`src/sv/pssg_pkg.sv`:
```
// shared types, constants and threshold table for the poisson sample-sum generator
package pssg_pkg;

  // generator and table constants
  localparam int unsigned      FRAC         = 60;
  localparam int unsigned      SERIES_TERMS = 40;
  localparam int unsigned      TBL_LEN      = 63;
  localparam int unsigned      MAX_DRAW_DEF = 15;
  localparam logic [30:0]      MODULUS      = 31'h7FFF_FFFF;
  localparam logic [14:0]      PM_MULT      = 15'd16807;
  localparam logic [19:0]      SUM_LIMIT    = 20'hF_FFFF;
  localparam logic [30:0]      SEED_RESET   = 31'd1;
  localparam logic [15:0]      DRAWS_RESET  = 16'd100;

  // configuration register indexes
  typedef enum logic [0:0] {
    REG_SEED  = 1'b0,
    REG_DRAWS = 1'b1
  } cfg_reg_t;

  // commands from controller to datapath
  typedef struct packed {
    logic start;
    logic mul;
    logic red;
    logic out_load;
  } pssg_cmd_t;

  // status from datapath to controller
  typedef struct packed {
    logic last_draw;
    logic zero_count;
  } pssg_status_t;

  typedef logic [30:0] thr_tab_t [TBL_LEN];

  // thresholds floor(cdf(j) * modulus) from a 60-bit fixed-point cdf of poisson(2)
  function automatic thr_tab_t build_thr_tab();
    thr_tab_t    tab;
    logic [63:0] one;
    logic [63:0] term;
    logic [63:0] pos;
    logic [63:0] neg;
    logic [63:0] prob;
    logic [63:0] cdf;
    logic [63:0] hi;
    logic [63:0] lo;
    logic [63:0] acc;
    logic [63:0] mod64;
    one   = 64'd1 << FRAC;
    mod64 = 64'(MODULUS);
    term  = one;
    pos   = one;
    neg   = 64'd0;
    // e^-2 as an alternating series with truncated terms
    for (int i = 1; i <= int'(SERIES_TERMS); i++) begin
      term = (term * 64'd2) / 64'(i);
      if ((i & 1) != 0) begin
        neg = neg + term;
      end else begin
        pos = pos + term;
      end
    end
    prob = (pos > neg) ? pos - neg : 64'd0;
    cdf  = 64'd0;
    for (int j = 0; j < int'(TBL_LEN); j++) begin
      cdf = cdf + prob;
      if (cdf > one) begin
        cdf = one;
      end
      hi     = cdf >> 30;
      lo     = cdf & ((64'd1 << 30) - 64'd1);
      acc    = mod64 * hi + ((mod64 * lo) >> 30);
      tab[j] = 31'(acc >> 30);
      prob   = (prob * 64'd2) / 64'(j + 1);
    end
    return tab;
  endfunction

  localparam thr_tab_t THR_TAB = build_thr_tab();

endpackage

```
`src/sv/pssg_ctrl.sv`:
```
// batch controller: sequences the draws of one batch and owns the result valid flag
module pssg_ctrl (
  input  logic                  clk,
  input  logic                  rst,
  input  logic                  in_valid,
  input  logic                  in_start,
  output logic                  in_ready,
  output logic                  out_valid,
  input  logic                  out_ready,
  output pssg_pkg::pssg_cmd_t   cmd,
  input  pssg_pkg::pssg_status_t status
);

  typedef enum logic [1:0] {
    ST_IDLE,
    ST_MUL,
    ST_RED,
    ST_HOLD
  } state_t;

  state_t state;
  logic   accept;
  logic   out_free;

  assign in_ready = (state == ST_IDLE);
  assign accept   = in_valid && in_ready;
  assign out_free = !out_valid || out_ready;

  // commands follow the current state
  always_comb begin
    cmd          = '0;
    cmd.start    = accept && in_start;
    cmd.mul      = (state == ST_MUL);
    cmd.red      = (state == ST_RED);
    cmd.out_load = (state == ST_HOLD) && out_free;
  end

  // state and result valid
  always_ff @(posedge clk) begin
    if (rst) begin
      state     <= ST_IDLE;
      out_valid <= 1'b0;
    end else begin
      if (cmd.out_load) begin
        out_valid <= 1'b1;
      end else if (out_ready) begin
        out_valid <= 1'b0;
      end
      case (state)
        ST_IDLE: begin
          if (accept && in_start) begin
            state <= status.zero_count ? ST_HOLD : ST_MUL;
          end
        end
        ST_MUL: begin
          state <= ST_RED;
        end
        ST_RED: begin
          state <= status.last_draw ? ST_HOLD : ST_MUL;
        end
        ST_HOLD: begin
          if (out_free) begin
            state <= ST_IDLE;
          end
        end
        default: begin
          state <= ST_IDLE;
        end
      endcase
    end
  end

endmodule

```
`src/sv/pssg_dp.sv`:
```
// datapath: park-miller generator, threshold search, saturating sum and result registers
module pssg_dp #(
  parameter int unsigned MaxDraw = pssg_pkg::MAX_DRAW_DEF
) (
  input  logic                   clk,
  input  logic                   rst,
  input  logic                   seed_load,
  input  logic [30:0]            seed_value,
  input  logic [15:0]            draws_per_result,
  input  pssg_pkg::pssg_cmd_t    cmd,
  output pssg_pkg::pssg_status_t status,
  output logic [19:0]            draw_sum,
  output logic [15:0]            draw_count
);

  localparam int unsigned DRAW_W = $clog2(MaxDraw + 1);

  logic [30:0]       z;
  logic [45:0]       prod;
  logic [DRAW_W-1:0] draw_q;
  logic [DRAW_W-1:0] draw_val;
  logic [19:0]       run_sum;
  logic [15:0]       done;
  logic [15:0]       n_q;
  logic [31:0]       fold;
  logic [30:0]       z_next;
  logic [20:0]       sum_ext;
  logic [19:0]       run_sum_next;
  logic [15:0]       done_next;

  // smallest index whose threshold covers z, else the top value
  always_comb begin
    draw_val = DRAW_W'(MaxDraw);
    for (int j = int'(MaxDraw) - 1; j >= 0; j--) begin
      if (z <= pssg_pkg::THR_TAB[j]) begin
        draw_val = DRAW_W'(j);
      end
    end
  end

  // mod 2^31-1 by folding the high part onto the low part
  always_comb begin
    fold   = 32'(prod[45:31]) + 32'(prod[30:0]);
    z_next = (fold >= 32'(pssg_pkg::MODULUS)) ? 31'(fold - 32'(pssg_pkg::MODULUS))
                                              : fold[30:0];
  end

  // saturating accumulate and draw counter
  always_comb begin
    sum_ext      = 21'(run_sum) + 21'(draw_q);
    run_sum_next = (sum_ext > 21'(pssg_pkg::SUM_LIMIT)) ? pssg_pkg::SUM_LIMIT
                                                          : sum_ext[19:0];
    done_next    = done + 16'd1;
  end

  assign status.last_draw  = (done_next == n_q);
  assign status.zero_count = (draws_per_result == 16'd0);

  // generator state
  always_ff @(posedge clk) begin
    if (rst) begin
      z <= pssg_pkg::SEED_RESET;
    end else if (seed_load) begin
      z <= seed_value;
    end else if (cmd.red) begin
      z <= z_next;
    end
  end

  // batch registers
  always_ff @(posedge clk) begin
    if (rst) begin
      run_sum <= '0;
      done    <= '0;
      n_q     <= '0;
    end else if (cmd.start) begin
      run_sum <= '0;
      done    <= '0;
      n_q     <= draws_per_result;
    end else if (cmd.red) begin
      run_sum <= run_sum_next;
      done    <= done_next;
    end
  end

  // product and draw of the current state
  always_ff @(posedge clk) begin
    if (cmd.mul) begin
      prod   <= z * pssg_pkg::PM_MULT;
      draw_q <= draw_val;
    end
  end

  // result registers
  always_ff @(posedge clk) begin
    if (cmd.out_load) begin
      draw_sum   <= run_sum;
      draw_count <= n_q;
    end
  end

endmodule

```
`src/sv/poisson_sample_sum_generator.sv`:
```
// top level of the poisson sample-sum generator
//
//   channel   dir  handshake             contents
//   s_axis    in   tvalid/tready         start_batch
//   m_axis    out  tvalid/tready         draw_sum, draw_count
//   cfg       in   cfg_we (no wait)      seed_value, draws_per_result
//
// a batch of N draws is accepted, then runs a multiply step and a reduce step per
// draw on the single generator loop, then loads the result.
// a request with start_batch low is taken and gives no result.
// after reset the generator state is 1 and the draw count is 100; no clearing pass.
// a waiting result stalls only the end of the next batch, not its acceptance.
module poisson_sample_sum_generator #(
  parameter int unsigned MaxDraw = pssg_pkg::MAX_DRAW_DEF
) (
  input  logic        clk,
  input  logic        rst,
  input  logic        s_axis_tvalid,
  output logic        s_axis_tready,
  input  logic [7:0]  s_axis_tdata,   // [0] start_batch, [7:1] zero
  output logic        m_axis_tvalid,
  input  logic        m_axis_tready,
  output logic [39:0] m_axis_tdata,   // [19:0] draw_sum, [35:20] draw_count, [39:36] zero
  input  logic        cfg_we,
  input  logic [0:0]  cfg_index,
  input  logic [30:0] cfg_data
);

  pssg_pkg::pssg_cmd_t    cmd;
  pssg_pkg::pssg_status_t status;
  logic [15:0]            draws_per_result;
  logic                   seed_load;
  logic [19:0]            draw_sum;
  logic [15:0]            draw_count;

  assign seed_load = cfg_we && (cfg_index == pssg_pkg::REG_SEED);

  // draw count register
  always_ff @(posedge clk) begin
    if (rst) begin
      draws_per_result <= pssg_pkg::DRAWS_RESET;
    end else if (cfg_we && (cfg_index == pssg_pkg::REG_DRAWS)) begin
      draws_per_result <= cfg_data[15:0];
    end
  end

  pssg_ctrl u_ctrl (
    .clk       (clk),
    .rst       (rst),
    .in_valid  (s_axis_tvalid),
    .in_start  (s_axis_tdata[0]),
    .in_ready  (s_axis_tready),
    .out_valid (m_axis_tvalid),
    .out_ready (m_axis_tready),
    .cmd       (cmd),
    .status    (status)
  );

  pssg_dp #(
    .MaxDraw (MaxDraw)
  ) u_dp (
    .clk              (clk),
    .rst              (rst),
    .seed_load        (seed_load),
    .seed_value       (cfg_data),
    .draws_per_result (draws_per_result),
    .cmd              (cmd),
    .status           (status),
    .draw_sum         (draw_sum),
    .draw_count       (draw_count)
  );

  assign m_axis_tdata = {4'd0, draw_count, draw_sum};

endmodule

```
`config.mk`:
```
export PLATFORM = sky130hd
export DESIGN_NAME = poisson_sample_sum_generator
export DESIGN_NICKNAME = d
export VERILOG_FILES = /design/src/sv/pssg_pkg.sv /design/src/sv/pssg_ctrl.sv /design/src/sv/pssg_dp.sv /design/src/sv/poisson_sample_sum_generator.sv
export SDC_FILE = /design/constraint.sdc
export NUM_CORES = 1
export LEC_CHECK = 0
export ABC_CLOCK_PERIOD_IN_PS = 8400
export CELL_PAD_IN_SITES_DETAIL_PLACEMENT = 0
export CELL_PAD_IN_SITES_GLOBAL_PLACEMENT = 1
export CORE_MARGIN = 10
export CORE_UTILIZATION = 52
export DETAILED_ROUTE_END_ITERATION = 10
export DONT_BUFFER_PORTS = 1
export PLACE_DENSITY = 0.81
export SLEW_MARGIN = 40
export SYNTH_ARGS = -nofsm -noshare
export SYNTH_HDL_FRONTEND = slang
export SYNTH_HIERARCHICAL = 1
export SYNTH_SLANG_ARGS = --single-unit
```
`constraint.sdc`:
```
create_clock -name clk -period 8.4 [get_ports clk]
set_clock_uncertainty 0.1 [all_clocks]
set_input_delay 0.42 -clock clk [delete_from_list [all_inputs] [get_ports clk]]
set_output_delay 0.42 -clock clk [all_outputs]
set_load 0.05 [all_outputs]
```
==> results of run 1 <==
==> final cells by class <==
type	instances	area (um2)
Sequential cell	188	4620
Tap cell	468	586
Fill cell	3326	16000
Clock inverter	15	201
Clock buffer	17	425
Inverter	307	1150
Multi-Input combinational cell	1504	13200
Timing Repair Buffer	28	289
Antenna cell	2	5.00
==> worst max-delay path, delay by kind of cell (launching register included) <==
kind,cells,cell delay (ps)
flip-flops,1,670
AO/OA/AOI/OAI,8,2290
adder cells (fa/ha/maj),7,3130
XOR/XNOR,1,180
buffers and inverters,7,810
==> placed cells by master, fill, tap and decap left out, types with 18 or more instances in the layout <==
cell      Yosys  layout
mux2i_1      18      18
a21oi_1     123     123
nand2_1     100     100
and3_1       43      43
xor2_1       45      45
nor2_1      115     113
nand4_1      31      31
a31oi_1      19      19
nor3_1       54      54
a21o_1       39      39
nand3_1      62      62
a211oi_1     18      18
edfxtp_1     86      86
fa_1        135     135
inv_1       307     307
dfxtp_1     102     102
xnor2_1      67      66
o21a_1       26      26
o21ai_0      64      63
ha_1        294     294
==> synth_stat cells, drive strengths merged, types with 31 or more instances <==
| master | n |
|---|---|
| inv | 307 |
| ha | 294 |
| fa | 135 |
| a21oi | 126 |
| nor2 | 116 |
| dfxtp | 102 |
| nand2 | 101 |
| edfxtp | 86 |
| o21ai | 75 |
| xnor2 | 67 |
| nand3 | 64 |
| nor3 | 55 |
| xor2 | 45 |
| and3 | 44 |
| a21o | 39 |
| clkbuf | 33 |
| nand4 | 31 |
==> worst min path at each step <==
| stage | cells after the start | to | startpoint |
|---|---|---|---|
| 5_1_grt | 2 | draws_per_result[8] | cfg_we |
| 4_1_cts | 2 | draws_per_result[1] | cfg_we |
| 6_report | 2 | draws_per_result[13] | cfg_index |
| 3_3_place_gp | 0 | u_dp/draw_sum[3] | u_dp/run_sum[3] |
| 3_5_place_dp | 0 | u_dp/draw_sum[3] | u_dp/run_sum[3] |
| 2_1_floorplan | 0 | u_dp/draw_sum[2] | u_dp/run_sum[2] |
==> state kept, by name (all words and copies together) (netlist names) <==
register and count:
draws_per_result 16, u_ctrl/out_valid 1, u_ctrl/state 2, u_dp/done 16, u_dp/draw_count 16, u_dp/draw_q 4
u_dp/draw_sum 20, u_dp/n_q 16, u_dp/prod 46, u_dp/run_sum 20, u_dp/z 31
==> per-layer routing <==
layer / routed length (um) / part of all wire (%) / vias up / GRT usage, %
li1: - / - / 7101 / -
met3: 4690 / 8.1 / 96 / 5.36
met2: 26800 / 46 / 588 / 42.7
met4: 1640 / 2.8 / 6 / 8.43
met1: 24500 / 42 / 7564 / 34.1
met5: 46 / 0.080 / - / 0
==> cells by family (layout without fill, tap and decap cells) <==
family | count (synthesis) | after routing
AO/OA/AOI/OAI | 434 | 434
XOR/XNOR | 112 | 112
adder cells (fa/ha/maj) | 429 | 429
buffers and inverters | 360 | 367
flip-flops | 188 | 188
multiplexers | 20 | 20
other | 1 | 6
AND/OR/NAND/NOR | 505 | 505
==> where the power goes <==
| group | internal, mW | switching, mW |
|---|---|---|
| Sequential | 1.06 | 0.0752 |
| Clock | 0.458 | 0.422 |
| Combinational | 0.727 | 1.15 |
==> stage by stage <==
step                      hold WS (ps)  cells
final                             24.1   2529
after global routing              4.47   2527
after CTS                         1.25   2527
after detailed placement           355   2480
after global placement             366   2479
after floorplan                    329   2052
==> qor.csv, run 1 <==
stage,metric,value,unit
grt,grt_max_degree,77,
synth,async_flop_share,0,%
synth,synth_cell_type_count,99,
critical_path,crit_slowest_cell,dfxtp_1,
clock_tree,clk_path_buf_depth,2,
critical_path,endpoint,u_dp/prod[43],
final_layout,final_core_util,56.1,%
grt,antenna_found_initial,5,
synth,ys_ff_latch,188,
critical_path,worst_ep_required_time,8500,ps
clock_tree,cts_tree,yes,
timing,setup_viol,0,
critical_path,startpoint,u_dp/z[8],
clock_tree,cts_resized,0,
synth,yosysWarnings,6,
timing,worst_slack,927,ps
floorplanning,dieHeight,212,um
timing,slew_headroom,41.0,%
grt,grt-ovfl-total,0,
clock_tree,clk_pin_slew_worst_paths,100,ps
timing,tightest_slew,878,ps
synth,yosysTopAreaCell,ha_1,
floorplanning,rows,70,
critical_path,worstPathMaxFanout,10,
detailed_routing,drt_wl_total,57700,um
final_layout,nets,2520,
detailed_routing,drc_errors,0,
synth,synth-seq-area-share,24.1,%
place,dpl_cell_area,19700,um2
synth,synth_edf_count,86,
detailed_routing,drt-wirelength-per-cell,22.8,um
power_and_ir_drop,p_leak,9.48,nW
clock_tree,numCtsBuffers,17,
synth,synthSimpleGateAreaFrac,13.6,%
critical_path,arrival,7570,ps
synth,synth_adder_area_share,33.2,%
detailed_routing,vias_per_cell,6.07,
place,dp_hpwl,45900,um
synth,synth_compound_area_share,15.6,%
critical_path,crit_type,flop to flop,
grt,grt_pass1_wl,90300,um
power_and_ir_drop,power.total,3.89,mW
power_and_ir_drop,power.density,190,nW/um2
synth,netlist_instances,2049,
synth,synthXorXnorAreaFrac,5.11,%
grt,grt.total_usage,26.2,%
floorplanning,io_pins,87,
final_layout,areaGrowthSynthToFinish,6.78,%
clock_tree,ctsHoldBuffers,15,
critical_path,worstSetupEndpointType,flop,
critical_path,r2r-end,u_dp/prod[43],
synth,synth_top_family_by_area,adder cells,
clock_tree,cts.sinks,188,
synth,syn_area,19200,um2
synth,synth.area.mux_share,1.06,%
flow_run,maxCapViolations,0,
detailed_routing,via_count,15355,
timing,hold_viol_final,0,
critical_path,cp_cell_sequence,inv_1 > fa_1 > inv_1 > ha_1 > inv_1 > fa_1 > inv_1 > ha_1 > fa_1 > inv_1 > fa_1 > inv_1 > ha_1 > a2111oi_0 > o21ai_0 > a41oi_1 > buf_4 > o221a_2 > o21ai_0 > a31oi_1 > o21ai_1 > a41oi_1 > xnor2_1,
clock_tree,htreeDepth,4,
synth,synth_flop_cell,dfxtp_1,
grt,grt_pass1_vias,15188,
floorplanning,die-area,45000,um2
timing,max_freq,134,MHz
clock_tree,clk_latency,480,ps
clock_tree,clock_tree.root_cell,clkbuf_16,
power_and_ir_drop,ir_drop,0.154,mV
timing,period_share,89.0,%
floorplanning,core_area,36500,um2
timing,drv_slew,0,
synth,yosysTopAreaCellShare,19.2,%
place,io_buffers,0,
floorplanning,start_util,52.6,%
timing,rsz0062_at_grt,false,
min_path,hold_path.class,input pin to flop,
timing,setup_tns,0,ps
critical_path,r2r-start,u_dp/z[8],
final_layout,drive_above_1_share,4.86,%
clock_tree,post_cts_buffers,0,
place,dp_slack,985,ps
critical_path,cp_slowest_stage_delay,670,ps
floorplanning,fp.dieW,212,um
critical_path,r2r_slack,930,ps
critical_path,reg2regPathDepth,23,
synth,syn_area_per_cell,9.37,um2
status,run_status,"complete, no violations",
detailed_routing,route.antenna.remaining_nets,0,
final_layout,final_area,20500,um2
detailed_routing,drt_pre_antenna_iters,6,
timing,period_needed,7470,ps
critical_path,start_kind,flop,
detailed_routing,drt_iter0_markers,1379,
critical_path,crit_top_cell,inv_1,
place,routabilityCongestion,0.966,
synth,synth_area_leaders,"ha_1, fa_1, edfxtp_1, dfxtp_1, inv_1",
Power figures use the tool's default switching activity.
==> inputs of run 2 (changes only) <==
SYNTH_HIERARCHICAL = default   (was 1)
==> run 2 against run 1 <==
Net effect: area after synthesis decreased by 0.55%; fmax rose by 1.7%; clock power fell by 4.8%; sequential power about the same; sequential share of layout area is essentially flat; critical endpoint is now u_dp.prod[40].
==> qor.csv, run 2 <==
stage,metric,value,unit
power_and_ir_drop,power.density,204,nW/um2
place,dp_slack,1180,ps
synth,synth_most_common_cell,inv_1,
grt,grt_pass1_wl,89000,um
timing,tightest_slew,798,ps
floorplanning,dieHeight,212,um
grt,grt_pass1_vias,15108,
power_and_ir_drop,p_switching,1.84,mW
critical_path,worst_ep_required_time,8510,ps
critical_path,startpoint,u_dp.z[26],
timing,drv_slew,0,
final_layout,drive_above_1_share,4.63,%
timing,setup_viol,0,
detailed_routing,drt_iter0_markers,1544,
clock_tree,clk_latency,470,ps
clock_tree,post_cts_buffers,0,
timing,rsz0062_at_grt,false,
power_and_ir_drop,clock_power_share,20.1,%
clock_tree,clk_pin_slew_worst_paths,80,ps
synth,synth_area_leaders,"ha_1, fa_1, edfxtp_1, dfxtp_1, inv_1",
power_and_ir_drop,p_int,2.33,mW
synth,yosysTopAreaCellShare,19.3,%
synth,async_flop_share,0,%
timing,setup_tns,0,ps
power_and_ir_drop,combinationalPowerShare,52.2,%
final_layout,fillCellCount,3307,
final_layout,final_cell_mix,"inv_1, ha_1, nand2_1",
synth,syn_area,19100,um2
grt,grt-ovfl-total,0,
synth,syn_area_per_cell,9.21,um2
synth,synth-seq-area-share,24.2,%
clock_tree,clk_path_buf_depth,2,
detailed_routing,route.antenna.remaining_nets,0,
clock_tree,cts.sinks,188,
final_layout,final_core_util,56.2,%
timing,hold_viol_final,0,
critical_path,arrival,7460,ps
floorplanning,core_area,36400,um2
timing,slew_headroom,46.7,%
synth,ys_ff_latch,188,
final_layout,ff_latch_area,4620,um2
synth,synth_flop_cell,dfxtp_1,
detailed_routing,drt-wirelength-per-cell,22.7,um
final_layout,regMostFlops,u_dp.prod,
timing,period_needed,7350,ps
detailed_routing,vias_per_cell,5.98,
detailed_routing,via_count,15366,
synth,synth_cell_type_count,89,
grt,grt.total_usage,26.3,%
detailed_routing,drt_pre_antenna_iters,6,
critical_path,crit_type,flop to flop,
clock_tree,numCtsBuffers,17,
status,run_status,"complete, no violations",
floorplanning,fp.dieW,212,um
power_and_ir_drop,p_leak,9.44,nW
final_layout,largest_reg_flops,46,
synth,synth.top_cells.by_count,"inv_1, ha_1, nand2_1",
timing,period_share,87.5,%
floorplanning,io_pins,87,
timing,worst_slack,1050,ps
final_layout,reg.largest.list,"u_dp.prod (46), u_dp.z (31)",
final_layout,areaGrowthSynthToFinish,7.23,%
synth,synth_edf_count,86,
timing,holdWs,25.8,ps
synth,netlist_instances,2074,
critical_path,r2r-start,u_dp.z[26],
floorplanning,start_util,52.4,%
flow_run,maxCapViolations,0,
final_layout,final_area,20500,um2
final_layout,final_cells,2569,
power_and_ir_drop,ir_drop,0.120,mV
timing,max_freq,136,MHz
final_layout,nets,2558,
clock_tree,cts_tree,yes,
min_path,min_from,cfg_data[20],
critical_path,worstSetupEndpointType,flop,
min_path,hold_path.class,input pin to flop,
synth,yosysWarnings,0,
floorplanning,rows,70,
critical_path,start_kind,flop,
grt,grt_max_degree,51,
detailed_routing,drt_wl_total,58200,um
final_layout,layout_commonest_cell,inv_1,
power_and_ir_drop,power_frac_seq,27.7,%
detailed_routing,drc_errors,0,
power_and_ir_drop,switching_share,44.1,%
place,io_buffers,0,
place,numPlacedInstances,2516,
synth,yosysTopAreaCell,ha_1,
clock_tree,htreeDepth,4,
place,dp_hpwl,46900,um
grt,antenna_found_initial,4,
critical_path,worstPathMaxFanout,9,
floorplanning,die-area,44800,um2
power_and_ir_drop,power.total,4.17,mW
place,routabilityCongestion,1.00,
clock_tree,clock_tree.root_cell,clkbuf_16,
place,dpl_cell_area,19700,um2
final_layout,multi_input_area,13000,um2
## run 2: cell count changes after synthesis, moves of 10 or more
cell      change
o21a_1       -14
inv_1        +18
o21ai_0      +20
o211ai_1     +14
nand4_1      +10
nand2_1      +50
nor2_1       -24
a21bo_1      -10
nor3_1       -30
a22oi_1      +17
a21o_1       +10
mux2i_1      -15
a21oi_1      -14
## run 2: repair_timing
item / 4_1_cts / 5_1_grt
setup endpoints to repair: 0 / 0
gates resized for setup: 0 / 0
hold endpoints to repair: 55 / 0
hold buffers: 17 / 0
## run 2: layer usage
layer | track usage, % | part of all wire (%) | up-vias
li1 | - | - | 7221
met1 | 34.0 | 42 | 7376
met2 | 42.5 | 47 | 661
met3 | 5.04 | 7.7 | 106
met4 | 10.2 | 3.5 | 2
met5 | 0 | 0.022 | -
## run 2: logic make-up after synthesis
kind of cell / after synthesis / synth area share [%]
multiplexers: 5 / 0.275
adder cells (fa/ha/maj): 429 / 33.4
AND/OR/NAND/NOR: 516 / 13.6
buffers and inverters: 382 / 7.75
AO/OA/AOI/OAI: 448 / 15.9
XOR/XNOR: 105 / 4.82
flip-flops: 188 / 24.2
other: 1 / 0.0196
## run 2: area by class of cell
| type | count | share of cell area [%] |
|---|---|---|
| multi-input combinational | 1507 | 63.6 |
| sequential | 188 | 22.6 |
| inverter | 326 | 5.98 |
| tap | 468 | 2.86 |
| clock buffer | 18 | 2.10 |
| timing repair buffer | 44 | 1.97 |
| clock inverter | 14 | 0.819 |
| antenna | 4 | 0.0489 |
## run 2: final timing paths
| path | to | slack (ps) | cells after the start |
|---|---|---|---|
| hold reg to reg | u_dp.draw_sum[15] | 360 | 0 |
| setup reg to reg | u_dp.prod[40] | 1050 | 22 |
| setup / recovery | u_dp.prod[40] | 1050 | 22 |
| hold / removal | u_dp.z[20] | 30 | 2 |
## run 2: power groups by stage
stage                     Sequential [mW]  Clock, mW  Combinational, mW
after detailed placement             1.17          0               2.13
after CTS                            1.15      0.845               2.16
after global routing                 1.16      0.884               2.46
after global placement               1.17          0               2.10
final                                1.16      0.838               2.17
after floorplan                      1.16          0               1.55
## run 2: worst max-delay path, cell delays in order, from the launching register on
cell	delay [ps]
dfxtp_1	590
inv_1	340
fa_1	600
inv_1	40
ha_1	260
inv_1	50
fa_1	490
inv_1	50
fa_1	470
fa_1	570
inv_1	60
fa_1	540
inv_1	40
ha_1	370
a21o_1	220
a21o_1	170
a21oi_1	270
o21ai_0	180
or3_1	330
o31a_1	270
o41ai_1	640
o21ai_0	230
xor2_1	190
==> inputs of run 3 (changes only) <==
BUFFER_PORTS_ARGS = -buffer_cell sky130_fd_sc_hd__buf_2   (was default)
CORE_UTILIZATION = 46   (was 52)
DONT_BUFFER_PORTS = default   (was 1)
PLACE_DENSITY = 0.75   (was 0.81)
==> run 3 against run 2 <==
Net effect: critical path depth increased by 1; final area increased by 1.3%; largest power group unchanged; clock power decreased by 6.6%; clock-buffer cell count increased by 1; worst setup slack improved by 280 ps; routed wire length increased by 2.1%; worst hold slack improved by 100 ps; critical path type unchanged.
==> qor.csv, run 3 (same netlist as run 2, synthesis figures left out) <==
stage,metric,value,unit
power_and_ir_drop,power_frac_seq,27.9,%
place,dpl_cell_area,20200,um2
timing,period_share,84.2,%
status,run_status,"complete, no violations",
final_layout,largest_reg_flops,46,
final_layout,final_core_util,50.7,%
place,dp_hpwl,48800,um
power_and_ir_drop,switching_share,43.9,%
timing,setup_tns,0,ps
clock_tree,cts_tree,yes,
final_layout,final_area,20700,um2
timing,holdWs,126,ps
clock_tree,clk_latency,470,ps
grt,grt_pass1_vias,15669,
grt,grt.total_usage,23.7,%
final_layout,regMostFlops,u_dp.prod,
power_and_ir_drop,combinationalPowerShare,53.1,%
flow_run,maxCapViolations,0,
clock_tree,clk_path_buf_depth,2,
critical_path,worstSetupEndpointType,flop,
grt,grt-ovfl-total,0,
timing,rsz0062_at_grt,false,
clock_tree,cts_resized,0,
timing,slew_headroom,49.1,%
timing,setup_viol,0,
place,io_buffers,75,
final_layout,final_cell_mix,"inv_1, ha_1, nand2_1",
final_layout,reg.largest.list,"u_dp.prod (46), u_dp.z (31)",
power_and_ir_drop,ir_drop,0.190,mV
power_and_ir_drop,clock_power_share,19.0,%
critical_path,start_kind,flop,
clock_tree,htreeDepth,4,
timing,hold_viol_final,0,
timing,tightest_slew,760,ps
detailed_routing,drc_errors,0,
clock_tree,ctsHoldBuffers,0,
grt,grt_max_degree,54,
power_and_ir_drop,p_switching,1.81,mW
timing,max_freq,141,MHz
timing,drv_slew,0,
min_path,hold_path.class,input pin to flop,
clock_tree,clk_pin_slew_worst_paths,90,ps
power_and_ir_drop,p_int,2.31,mW
detailed_routing,via_count,15669,
floorplanning,dieHeight,224,um
floorplanning,die-area,50100,um2
final_layout,nets,2622,
detailed_routing,drt_iter0_markers,1464,
final_layout,drive_above_1_share,8.14,%
grt,antenna_found_initial,1,
detailed_routing,route.antenna.remaining_nets,0,
clock_tree,post_cts_buffers,0,
final_layout,areaGrowthSynthToFinish,8.66,%
detailed_routing,vias_per_cell,5.82,
critical_path,arrival,7210,ps
critical_path,crit_type,flop to flop,
floorplanning,io_pins,87,
clock_tree,numCtsBuffers,17,
clock_tree,clock_tree.root_cell,clkbuf_16,
clock_tree,cts.sinks,188,
final_layout,layout_commonest_cell,inv_1,
detailed_routing,drt_pre_antenna_iters,5,
power_and_ir_drop,p_leak,9.68,nW
detailed_routing,drt-wirelength-per-cell,22.1,um
timing,period_needed,7070,ps
grt,grt_pass1_wl,92400,um
critical_path,worstPathMaxFanout,8,
floorplanning,start_util,46.7,%
floorplanning,rows,74,
detailed_routing,drt_wl_total,59500,um
critical_path,worst_ep_required_time,8540,ps
power_and_ir_drop,power.density,199,nW/um2
floorplanning,fp.dieW,224,um
place,routabilityCongestion,0.948,
final_layout,antenna_cells,0,
floorplanning,core_area,40900,um2
[run 3: cell count changes in the layout (fill, tap and decap cells not counted), moves of 4 or more]
cell / previous run / this run
buf_2: 0 / 75
buf_4: 26 / 31
clkinv_8: 4 / 0
clkinvlp_4: 0 / 4
dlygate4sd3_1: 16 / 0
diode_2: 4 / 0
[run 3: power by group through the flow]
| stage | sequential [mW] | clock (mW) | combinational, mW |
|---|---|---|---|
| 2_1_floorplan | 1.16 | 0 | 1.55 |
| 3_3_place_gp | 1.17 | 0 | 2.16 |
| 6_report | 1.15 | 0.783 | 2.19 |
| 5_1_grt | 1.16 | 0.839 | 2.48 |
| 4_1_cts | 1.15 | 0.793 | 2.20 |
| 3_5_place_dp | 1.17 | 0 | 2.18 |
[run 3: final timing paths]
kind                    startpoint             endpoint  slack, ps  cells after the start
setup / recovery         u_dp.z[9]        u_dp.prod[33]       1330                     23
hold reg to reg   u_dp.run_sum[15]    u_dp.draw_sum[15]        360                      0
setup reg to reg         u_dp.z[9]        u_dp.prod[33]       1330                     23
hold / removal         cfg_data[5]  draws_per_result[5]        130                      3
[run 3: routing by layer]
| metal | routed length (um) | vias up | global-route usage [%] |
|---|---|---|---|
| met4 | 2020 | 2 | 8.26 |
| met1 | 26000 | 7690 | 30.8 |
| met3 | 3140 | 107 | 2.98 |
| met2 | 28300 | 511 | 40.0 |
| met5 | 13 | - | 0 |
| li1 | - | 7359 | - |
[run 3: cell type report]
cell class / count / area, um2
clock buffers: 19 / 443
fillers: 3917 / 20200
clock inverters: 13 / 113
flip-flops and latches: 188 / 4620
multi-input cells: 1507 / 13000
repair buffers: 108 / 651
well taps: 532 / 666
inverters: 326 / 1220
[run 3: critical path: stages, from the launching register on]
cell and delay, ps:
dfxtp_1 640, inv_1 330, fa_1 610, inv_1 40, ha_1 260, inv_1 50
fa_1 500, inv_1 40, ha_1 320, fa_1 550, inv_1 60, fa_1 550
inv_1 60, ha_1 330, and2_1 190, and3_1 200, nand3b_1 90, a31oi_1 270
o211ai_1 180, a31oi_1 370, nor2_1 190, o21ai_0 450, a21oi_1 120, o311ai_0 320
[run 3: stage by stage]
step,instances,worst slack (ps),power (mW)
after CTS,2693,1370,4.14
after floorplan,2077,2020,2.70
after global placement,2659,1420,3.33
after detailed placement,2661,1400,3.35
final,2693,1330,4.12
after global routing,2693,932,4.47
